<file path="src/design/ycbd_pkg.sv">
// Shared types and constants for the YOLO cell box decoder.
// Depends on nothing; the controller, the datapath and the top level import it.
`timescale 1ns / 1ps

package ycbd_pkg;

  localparam int VALUE_FRAC_BITS = 16;
  localparam int COORD_BITS      = 13;
  localparam int MAX_CLASSES     = 256;
  localparam int HEADER_WORDS    = 5;

  localparam logic [8:0] NO_CLASS = 9'h1FF;

  // Header channel codes, in stream order
  localparam logic [2:0] HDR_X   = 3'd0;
  localparam logic [2:0] HDR_Y   = 3'd1;
  localparam logic [2:0] HDR_W   = 3'd2;
  localparam logic [2:0] HDR_H   = 3'd3;
  localparam logic [2:0] HDR_OBJ = 3'd4;

  // Configuration register indexes
  localparam logic [2:0] REG_SCORE_THRESHOLD = 3'd0;
  localparam logic [2:0] REG_CLASS_COUNT     = 3'd1;
  localparam logic [2:0] REG_MODEL_WIDTH     = 3'd2;
  localparam logic [2:0] REG_MODEL_HEIGHT    = 3'd3;
  localparam logic [2:0] REG_FILTER_A        = 3'd4;
  localparam logic [2:0] REG_FILTER_B        = 3'd5;
  localparam logic [2:0] REG_FILTER_C        = 3'd6;
  localparam logic [2:0] REG_FILTER_D        = 3'd7;

  typedef struct packed {
    logic [15:0] channel_value;
    logic [7:0]  cell_x;
    logic [7:0]  cell_y;
    logic [6:0]  stride;
    logic [9:0]  anchor_width;
    logic [9:0]  anchor_height;
  } in_word_t;

  typedef struct packed {
    logic [7:0]  class_id;
    logic [15:0] score;
    logic [12:0] top;
    logic [12:0] left;
    logic [12:0] bottom;
    logic [12:0] right;
  } out_word_t;

  typedef struct packed {
    logic [15:0] score_threshold;
    logic [8:0]  class_count;
    logic [12:0] model_width;
    logic [12:0] model_height;
    logic [8:0]  filtered_class_a;
    logic [8:0]  filtered_class_b;
    logic [8:0]  filtered_class_c;
    logic [8:0]  filtered_class_d;
  } cfg_t;

  // Controller to datapath commands
  typedef struct packed {
    logic       hdr_en;
    logic [2:0] hdr_sel;
    logic       class_en;
    logic [8:0] class_idx;
    logic       cell_end;
    logic       mul1_en;
    logic       mul2_en;
    logic       out_load;
  } ctl_cmd_t;

  // Datapath to controller status
  typedef struct packed {
    logic emit;
  } dp_status_t;

endpackage

</file>
<file path="src/design/ycbd_ctrl.sv">
// Controller for the YOLO cell box decoder: channel position counter,
// decode sequencing and output valid. Depends on ycbd_pkg.
`timescale 1ns / 1ps

module ycbd_ctrl import ycbd_pkg::*; (
  input  logic       clk_i,
  input  logic       rst_ni,
  input  logic       in_valid_i,
  output logic       in_ready_o,
  output logic       out_valid_o,
  input  logic       out_ready_i,
  input  cfg_t       cfg_i,
  input  dp_status_t status_i,
  output ctl_cmd_t   cmd_o
);

  localparam logic [1:0] ST_ACC  = 2'd0;
  localparam logic [1:0] ST_MUL1 = 2'd1;
  localparam logic [1:0] ST_MUL2 = 2'd2;
  localparam logic [1:0] ST_EDGE = 2'd3;

  logic [1:0] state_q, state_d;
  logic [8:0] pos_q, pos_d;
  logic       out_valid_q, out_valid_d;

  logic       accept;
  logic [8:0] class_idx;
  logic [9:0] eff_count;
  logic       last_class;

  assign in_ready_o  = (state_q == ST_ACC);
  assign out_valid_o = out_valid_q;
  assign accept      = in_valid_i && in_ready_o;
  assign class_idx   = pos_q - 9'(HEADER_WORDS);

  // Clamp class count into [1, MAX_CLASSES]
  always_comb begin
    if (cfg_i.class_count == 9'd0) begin
      eff_count = 10'd1;
    end else if ({1'b0, cfg_i.class_count} > 10'(MAX_CLASSES)) begin
      eff_count = 10'(MAX_CLASSES);
    end else begin
      eff_count = {1'b0, cfg_i.class_count};
    end
  end

  assign last_class = ({1'b0, class_idx} + 10'd1) >= eff_count;

  always_comb begin
    state_d     = state_q;
    pos_d       = pos_q;
    out_valid_d = out_valid_q;
    cmd_o       = '0;
    cmd_o.class_idx = class_idx;

    if (out_valid_q && out_ready_i) begin
      out_valid_d = 1'b0;
    end

    unique case (state_q)
      ST_ACC: begin
        if (accept) begin
          if (pos_q < 9'(HEADER_WORDS)) begin
            cmd_o.hdr_en  = 1'b1;
            cmd_o.hdr_sel = pos_q[2:0];
            pos_d         = pos_q + 9'd1;
          end else begin
            cmd_o.class_en = 1'b1;
            if (last_class) begin
              cmd_o.cell_end = 1'b1;
              pos_d          = 9'd0;
              state_d        = ST_MUL1;
            end else begin
              pos_d = pos_q + 9'd1;
            end
          end
        end
      end
      ST_MUL1: begin
        cmd_o.mul1_en = 1'b1;
        state_d       = ST_MUL2;
      end
      ST_MUL2: begin
        cmd_o.mul2_en = 1'b1;
        state_d       = ST_EDGE;
      end
      ST_EDGE: begin
        // Drop a suppressed box; otherwise wait for the output register
        if (!status_i.emit) begin
          state_d = ST_ACC;
        end else if (!out_valid_q || out_ready_i) begin
          cmd_o.out_load = 1'b1;
          out_valid_d    = 1'b1;
          state_d        = ST_ACC;
        end
      end
      default: begin
        state_d = ST_ACC;
      end
    endcase
  end

  always_ff @(posedge clk_i or negedge rst_ni) begin
    if (!rst_ni) begin
      state_q     <= ST_ACC;
      pos_q       <= '0;
      out_valid_q <= 1'b0;
    end else begin
      state_q     <= state_d;
      pos_q       <= pos_d;
      out_valid_q <= out_valid_d;
    end
  end

endmodule

</file>
<file path="src/design/ycbd_datapath.sv">
// Datapath for the YOLO cell box decoder: header capture, score tracking,
// two multiply stages and edge clamping into the output register. Depends on ycbd_pkg.
`timescale 1ns / 1ps

module ycbd_datapath import ycbd_pkg::*; (
  input  logic       clk_i,
  input  logic       rst_ni,
  input  in_word_t   in_word_i,
  input  cfg_t       cfg_i,
  input  ctl_cmd_t   cmd_i,
  output dp_status_t status_o,
  output out_word_t  out_word_o
);

  localparam int PROD_W = 2 * VALUE_FRAC_BITS;

  // Header channels
  logic [15:0] raw_x_q, raw_y_q, raw_w_q, raw_h_q, obj_q;
  // Running best of the current cell
  logic [15:0] best_score_q;
  logic [8:0]  best_class_q;
  // Final best and geometry of the cell under decode
  logic [15:0] fin_score_q;
  logic [8:0]  fin_class_q;
  logic [7:0]  cell_x_q, cell_y_q;
  logic [6:0]  stride_q;
  logic [9:0]  anc_w_q, anc_h_q;
  // Stage one
  logic [31:0]        wsq_q, hsq_q;
  logic signed [25:0] cxq_q, cyq_q;
  // Stage two
  logic [41:0]        hw_q, hh_q;
  logic signed [33:0] cxs_q, cys_q;

  out_word_t out_q;

  logic [PROD_W-1:0] prod;
  logic [15:0]       score;
  logic              better;
  logic [15:0]       nb_score;
  logic [8:0]        nb_class;

  logic signed [25:0] cxq_d, cyq_d;
  logic signed [50:0] cx2, cy2, hw2, hh2;

  function automatic logic [12:0] edge_px(logic signed [50:0] v, logic [12:0] lim);
    logic [18:0] px;
    px = v[50:32];
    if (v[50] || (v == '0)) begin
      return '0;
    end else if (px > {6'd0, lim}) begin
      return lim;
    end else begin
      return px[12:0];
    end
  endfunction

  assign prod     = {16'd0, obj_q} * {16'd0, in_word_i.channel_value};
  assign score    = prod[PROD_W-1:VALUE_FRAC_BITS];
  assign better   = score > best_score_q;
  assign nb_score = better ? score : best_score_q;
  assign nb_class = better ? cmd_i.class_idx : best_class_q;

  assign status_o.emit = (fin_class_q != NO_CLASS) &&
                         (fin_score_q > cfg_i.score_threshold) &&
                         (fin_class_q != cfg_i.filtered_class_a) &&
                         (fin_class_q != cfg_i.filtered_class_b) &&
                         (fin_class_q != cfg_i.filtered_class_c) &&
                         (fin_class_q != cfg_i.filtered_class_d);

  // Centre in Q.16: 2x - 0.5 + cell
  assign cxq_d = $signed({2'b00, cell_x_q, 16'd0}) + $signed({9'd0, raw_x_q, 1'b0})
               - 26'sd32768;
  assign cyq_d = $signed({2'b00, cell_y_q, 16'd0}) + $signed({9'd0, raw_y_q, 1'b0})
               - 26'sd32768;

  // Align to Q.32; half size (2w)^2/2 = 2 w^2 anchor
  assign cx2 = {cxs_q[33], cxs_q, 16'd0};
  assign cy2 = {cys_q[33], cys_q, 16'd0};
  assign hw2 = $signed({8'd0, hw_q, 1'b0});
  assign hh2 = $signed({8'd0, hh_q, 1'b0});

  always_ff @(posedge clk_i or negedge rst_ni) begin
    if (!rst_ni) begin
      best_score_q <= '0;
      best_class_q <= NO_CLASS;
      fin_score_q  <= '0;
      fin_class_q  <= NO_CLASS;
    end else if (cmd_i.class_en) begin
      if (cmd_i.cell_end) begin
        fin_score_q  <= nb_score;
        fin_class_q  <= nb_class;
        best_score_q <= '0;
        best_class_q <= NO_CLASS;
      end else begin
        best_score_q <= nb_score;
        best_class_q <= nb_class;
      end
    end
  end

  always_ff @(posedge clk_i) begin
    if (cmd_i.hdr_en) begin
      case (cmd_i.hdr_sel)
        HDR_X:   raw_x_q <= in_word_i.channel_value;
        HDR_Y:   raw_y_q <= in_word_i.channel_value;
        HDR_W:   raw_w_q <= in_word_i.channel_value;
        HDR_H:   raw_h_q <= in_word_i.channel_value;
        default: obj_q   <= in_word_i.channel_value;
      endcase
    end
    if (cmd_i.cell_end) begin
      cell_x_q <= in_word_i.cell_x;
      cell_y_q <= in_word_i.cell_y;
      stride_q <= in_word_i.stride;
      anc_w_q  <= in_word_i.anchor_width;
      anc_h_q  <= in_word_i.anchor_height;
    end
    if (cmd_i.mul1_en) begin
      wsq_q <= {16'd0, raw_w_q} * {16'd0, raw_w_q};
      hsq_q <= {16'd0, raw_h_q} * {16'd0, raw_h_q};
      cxq_q <= cxq_d;
      cyq_q <= cyq_d;
    end
    if (cmd_i.mul2_en) begin
      hw_q  <= {10'd0, wsq_q} * {32'd0, anc_w_q};
      hh_q  <= {10'd0, hsq_q} * {32'd0, anc_h_q};
      cxs_q <= $signed({{8{cxq_q[25]}}, cxq_q}) * $signed({27'd0, stride_q});
      cys_q <= $signed({{8{cyq_q[25]}}, cyq_q}) * $signed({27'd0, stride_q});
    end
    if (cmd_i.out_load) begin
      out_q.class_id <= fin_class_q[7:0];
      out_q.score    <= fin_score_q;
      out_q.top      <= edge_px(cy2 - hh2, cfg_i.model_height);
      out_q.left     <= edge_px(cx2 - hw2, cfg_i.model_width);
      out_q.bottom   <= edge_px(cy2 + hh2, cfg_i.model_height);
      out_q.right    <= edge_px(cx2 + hw2, cfg_i.model_width);
    end
  end

  assign out_word_o = out_q;

endmodule

</file>
<file path="src/design/yolo_cell_box_decoder.sv">
// Top level of the YOLO cell box decoder: configuration registers, controller
// and datapath. Depends on ycbd_pkg, ycbd_ctrl and ycbd_datapath.
`timescale 1ns / 1ps

// Decodes one grid cell of a detection head from a stream of 16-bit Q0.16
// words: x, y, w, h, objectness, then class_count class scores. The first
// class with the strictly greatest objectness*class score wins; after the
// last class word a box is produced if that score exceeds score_threshold and
// the class is not one of the four filtered ids. Cell position, stride and
// anchors are sampled from the word that carries the last class. Edges are
// floored and clamped to [0, model size].
// Timing: header and class words are taken one per cycle. After the last
// class word the input stalls through two registered multiply stages, then
// the edge add and clamp stage, and for as long as a box waits for the
// output register to empty. Earlier words of the next cell are taken while
// a finished box still sits in the output register.

module yolo_cell_box_decoder import ycbd_pkg::*; (
  input  logic      clk_i,
  input  logic      rst_ni,
  input  logic      in_valid_i,
  output logic      in_ready_o,
  input  in_word_t  in_word_i,
  output logic      out_valid_o,
  input  logic      out_ready_i,
  output out_word_t out_word_o,
  input  logic      cfg_we_i,
  input  logic [2:0]  cfg_idx_i,
  input  logic [15:0] cfg_wdata_i
);

  cfg_t       cfg_q;
  ctl_cmd_t   cmd;
  dp_status_t status;

  // Configuration registers; write takes effect at the next edge
  always_ff @(posedge clk_i or negedge rst_ni) begin
    if (!rst_ni) begin
      cfg_q.score_threshold  <= 16'd16384;
      cfg_q.class_count      <= 9'd80;
      cfg_q.model_width      <= 13'd640;
      cfg_q.model_height     <= 13'd640;
      cfg_q.filtered_class_a <= 9'd256;
      cfg_q.filtered_class_b <= 9'd256;
      cfg_q.filtered_class_c <= 9'd256;
      cfg_q.filtered_class_d <= 9'd256;
    end else if (cfg_we_i) begin
      unique case (cfg_idx_i)
        REG_SCORE_THRESHOLD: cfg_q.score_threshold  <= cfg_wdata_i;
        REG_CLASS_COUNT:     cfg_q.class_count      <= cfg_wdata_i[8:0];
        REG_MODEL_WIDTH:     cfg_q.model_width      <= cfg_wdata_i[12:0];
        REG_MODEL_HEIGHT:    cfg_q.model_height     <= cfg_wdata_i[12:0];
        REG_FILTER_A:        cfg_q.filtered_class_a <= cfg_wdata_i[8:0];
        REG_FILTER_B:        cfg_q.filtered_class_b <= cfg_wdata_i[8:0];
        REG_FILTER_C:        cfg_q.filtered_class_c <= cfg_wdata_i[8:0];
        REG_FILTER_D:        cfg_q.filtered_class_d <= cfg_wdata_i[8:0];
        default:             cfg_q.filtered_class_d <= cfg_wdata_i[8:0];
      endcase
    end
  end

  ycbd_ctrl u_ctrl (
    .clk_i       (clk_i),
    .rst_ni      (rst_ni),
    .in_valid_i  (in_valid_i),
    .in_ready_o  (in_ready_o),
    .out_valid_o (out_valid_o),
    .out_ready_i (out_ready_i),
    .cfg_i       (cfg_q),
    .status_i    (status),
    .cmd_o       (cmd)
  );

  ycbd_datapath u_datapath (
    .clk_i      (clk_i),
    .rst_ni     (rst_ni),
    .in_word_i  (in_word_i),
    .cfg_i      (cfg_q),
    .cmd_i      (cmd),
    .status_o   (status),
    .out_word_o (out_word_o)
  );

  // Hold off input while the box of a finished cell is decoded
  assert property (@(posedge clk_i) disable iff (!rst_ni)
    cmd.cell_end |=> !in_ready_o)
    else $error("input taken during box decode");

  // A shown box always beats the threshold
  assert property (@(posedge clk_i) disable iff (!rst_ni)
    out_valid_o |-> (out_word_o.score > cfg_q.score_threshold))
    else $error("box score not above threshold");

  // Edges stay ordered after flooring and clamping
  assert property (@(posedge clk_i) disable iff (!rst_ni)
    out_valid_o |-> ((out_word_o.top <= out_word_o.bottom) &&
                     (out_word_o.left <= out_word_o.right)))
    else $error("box edges out of order");

  // A filtered class never reaches the output
  assert property (@(posedge clk_i) disable iff (!rst_ni)
    out_valid_o |-> (({1'b0, out_word_o.class_id} != cfg_q.filtered_class_a) &&
                     ({1'b0, out_word_o.class_id} != cfg_q.filtered_class_b) &&
                     ({1'b0, out_word_o.class_id} != cfg_q.filtered_class_c) &&
                     ({1'b0, out_word_o.class_id} != cfg_q.filtered_class_d)))
    else $error("filtered class emitted");

endmodule

</file>
<file path="config.mk">
export PLATFORM = sky130hd
export DESIGN_NAME = yolo_cell_box_decoder
export DESIGN_NICKNAME = d
export VERILOG_FILES = /design/src/design/ycbd_pkg.sv /design/src/design/ycbd_ctrl.sv /design/src/design/ycbd_datapath.sv /design/src/design/yolo_cell_box_decoder.sv
export SDC_FILE = /design/constraint.sdc
export NUM_CORES = 2
export LEC_CHECK = 0
export CAP_MARGIN = 40
export CORE_MARGIN = 2
export CORE_UTILIZATION = 61
export DETAILED_ROUTE_END_ITERATION = 10
export DONT_BUFFER_PORTS = 1
export GPL_TIMING_DRIVEN = 0
export PLACE_DENSITY = 0.85
export SLEW_MARGIN = 20
export SYNTH_ARGS = -nofsm -noshare
export SYNTH_HDL_FRONTEND = slang
export SYNTH_SLANG_ARGS = --single-unit
export TNS_END_PERCENT = 5
</file>
<file path="constraint.sdc">
create_clock -name clk_i -period 8.75 [get_ports clk_i]
set_input_delay 1.75 -clock clk_i [delete_from_list [all_inputs] [get_ports clk_i]]
set_output_delay 1.75 -clock clk_i [all_outputs]
set_load 0.01 [all_outputs]
</file>
==> impl_metrics.yaml <==
worst_setup_path:
  arrival_ps: 9500
  critPathMaxStageDelay_ps: 520
  crit_type: "input port to flip-flop"
  crit_slowest_cell: "fa_1"
  worst_setup_path_end_kind: "flip-flop"
  critPathMaxFanout: 15
  cpMostUsedCell: "fa_1"
  crit_path_start_kind: "input port"
  worst_ep_required_time_ps: 9360
sta:
  hold_viol_final: 0
  rsz0062_at_grt: "yes"
  tightestPinTransition_ps: 880
  finalCritPeriodShare_pct: 102
  slew_headroom_pct: 40.8
  slew_violations: 0
  clock_skew_ps: 37.5
  fin_ws_ps: -137
  period_minus_slack_ps: 8890
  max_freq_mhz: 113
  setup_viol: 32
die:
  die_w_um: 374
  core_um2: 136000
  start_util_pct: 61.6
  io_pins: 161
  chipHeight_um: 374
  row_count: 135
  dieArea_um2: 140000
logic_synthesis:
  synthArstFlopShare_pct: 24.4
  synth_area_um2: 83700
  synth_edf_count: 461
  syn_inst: 8667
  ys_types: 93
  synth-seq-cells: 610
  synth_ff_type: "edfxtp_1"
  syn-num-nets: 10794
  yosysWarnings: 0
  ys_seq_area_share_pct: 21.0
  syn_area_per_cell_um2: 9.65
routing:
  via_per_inst: 5.91
  wl_mm: 220
  firstDrtPassIters: 6
  drtIter0Drc: 5530
  ant_nets: 0
  drc_errors: 0
  vias: 63038
  wire_per_inst_um: 20.6
final_layout:
  fill_cells: 10145
  drive_above_1_share_pct: 4.70
  syn2layout_area_growth_pct: 7.16
  final-instance-count-excl-fill: 10660
  num-nets-final: 10913
placed_design:
  gp_congestion: 0.963
  dpl.hpwl_mm: 174
  dp_cells: 10468
  port_buffers: 0
grt:
  grt_pass1_vias: 65810
  grt_antenna_before_repair: 25
  grt_pass1_wl_mm: 349
  grt_max_degree: 150
  grt-ovfl-total: 0
  track_usage_pct: 31.4
flow_run:
  max_cap_violations: 0
cts:
  h-tree-depth: 3
  cts_buffers: 74
  worstSkewPairLatency_ps: 700
  clock_sinks: 610
  cts_tree: "built"
  clk_path_buf_depth: 3
  root_buffer: "clkbuf_16"
  path_clk_slew_ps: 60
outcome:
  status: "finished with violations"
  violations: "negative setup slack"
hold_path:
  min_path_type: "flip-flop to flip-flop"
## cells by family after synthesis
family | after synthesis | share of synthesized area [%]
muxes | 105 | 1.35
xor gates and xnor gates | 336 | 3.52
AOI/OAI and AO/OA | 1036 | 8.15
DFF | 610 | 21.0
buffers and inverters | 1959 | 8.82
and+or+nand+nor | 2577 | 15.4
adders and majority gates | 2044 | 41.7
## worst max-delay path: cells and delay by family
family                     cells  cell delay [ps]
and+or+nand+nor                5             1320
adders and majority gates      8             3390
xor gates and xnor gates       1              220
buffers and inverters          7              620
AOI/OAI and AO/OA             12             2160
## through the flow
| stage | setup slack, ps | util [%] | TNS, ps | area, µm² | hold slack (ps) |
|---|---|---|---|---|---|
| after floorplan | -2.29 | - | -11.4 | 83700 | 400 |
| after global placement | -1430 | 63.3 | -62570 | 86000 | 402 |
| after detailed placement | -1650 | 63.6 | -73730 | 86300 | 405 |
| after CTS | -131 | 65.7 | -2080 | 89200 | 416 |
| after global routing | -332 | 66.0 | -10520 | 89600 | 427 |
| final | -137 | 66.0 | -1810 | 89700 | 415 |
## worst paths after layout
kind	start	depth (start not counted)	slack, ps	end
max in group asynchronous	rst_ni	0	7660	cfg_q[56]
min in group asynchronous	rst_ni	0	770	u_datapath.best_score_q[6]
worst max register to register	u_datapath.obj_q[5]	33	-60	u_datapath.best_class_q[3]
worst min-delay path	u_datapath.raw_y_q[2]	0	410	u_datapath.cyq_q[3]
worst min register to register	u_datapath.raw_y_q[2]	0	410	u_datapath.cyq_q[3]
worst max-delay path	in_word_i[49]	33	-140	u_datapath.best_class_q[3]
## layout make-up
cell class,instances,area (µm²),area share [%]
flip-flops and latches,610,17600,19.6
clock buffers,91,2060,2.30
inverters,1626,6100,6.81
multi-input cells,6098,59200,66.0
plain buffers,332,1460,1.63
diodes,34,85.1,0.0949
repair buffers,44,497,0.554
clock inverters,44,443,0.494
well taps,1781,2230,2.49
## registers in the layout, indices dropped and copies added (netlist names), 25 cells and up
signal,cells
u_datapath.cxs_q,33
u_datapath.cyq_q,25
u_datapath.hh_q,42
u_datapath.hsq_q,31
u_datapath.wsq_q,31
u_datapath.hw_q,42
u_datapath.cxq_q,25
u_datapath.cys_q,33
cfg_q,87
u_datapath.out_word_o,76
## cell usage after synthesis, types with 38 or more instances
| cell | instances | share of area (%) |
|---|---|---|
| a211oi_1 | 43 | 0.39 |
| a21o_1 | 113 | 1.0 |
| a21oi_1 | 271 | 1.6 |
| a31oi_1 | 40 | 0.30 |
| and2_1 | 758 | 5.7 |
| clkbuf_1 | 320 | 1.4 |
| dfrtp_1 | 120 | 3.6 |
| edfxtp_1 | 461 | 17 |
| fa_1 | 1243 | 30 |
| ha_1 | 801 | 12 |
| inv_1 | 1623 | 7.3 |
| mux2_2 | 64 | 0.86 |
| mux2i_1 | 41 | 0.49 |
| nand2_1 | 939 | 4.2 |
| nand2b_1 | 52 | 0.39 |
| nand3_1 | 99 | 0.59 |
| nand4_1 | 53 | 0.40 |
| nor2_1 | 305 | 1.4 |
| nor2b_1 | 59 | 0.44 |
| nor3_1 | 120 | 0.72 |
| nor4_1 | 38 | 0.28 |
| o21a_1 | 65 | 0.58 |
| o21ai_0 | 205 | 1.2 |
| o21bai_1 | 53 | 0.48 |
| or3_1 | 38 | 0.28 |
| xnor2_1 | 242 | 2.5 |
| xor2_1 | 94 | 0.98 |
## metal layers
metal | wire, µm | global-route usage, %
met5 | 80 | 0
met4 | 10300 | 13.0
met3 | 21000 | 7.05
met2 | 105000 | 52.2
met1 | 83700 | 39.8
## repair_timing
item,4_1_cts,5_1_grt
endpoints found under the setup margin,50,50
hold buffers,0,0
pin swaps,25,55
resized for setup,84,86
setup buffers,13,9
endpoints found under the hold margin,0,0
gates cloned,0,2
## layout by cell type, fill, tap and decap left out, drive strengths merged, types with 53 or more instances in the layout
master and instances:
a21o 113, a21oi 272, and2 759, buf 64, clkbuf 402, dfrtp 120
edfxtp 461, fa 1243, ha 801, inv 1634, mux2 64, nand2 939
nand3 99, nand4 53, nor2 306, nor2b 60, nor3 120, o21a 65
o21ai 209, o21bai 54, xnor2 242, xor2 94
Power is left out: the tool's default activity adds up to more than one toggle a clock period on the data nets, which glitch-free logic cannot reach.
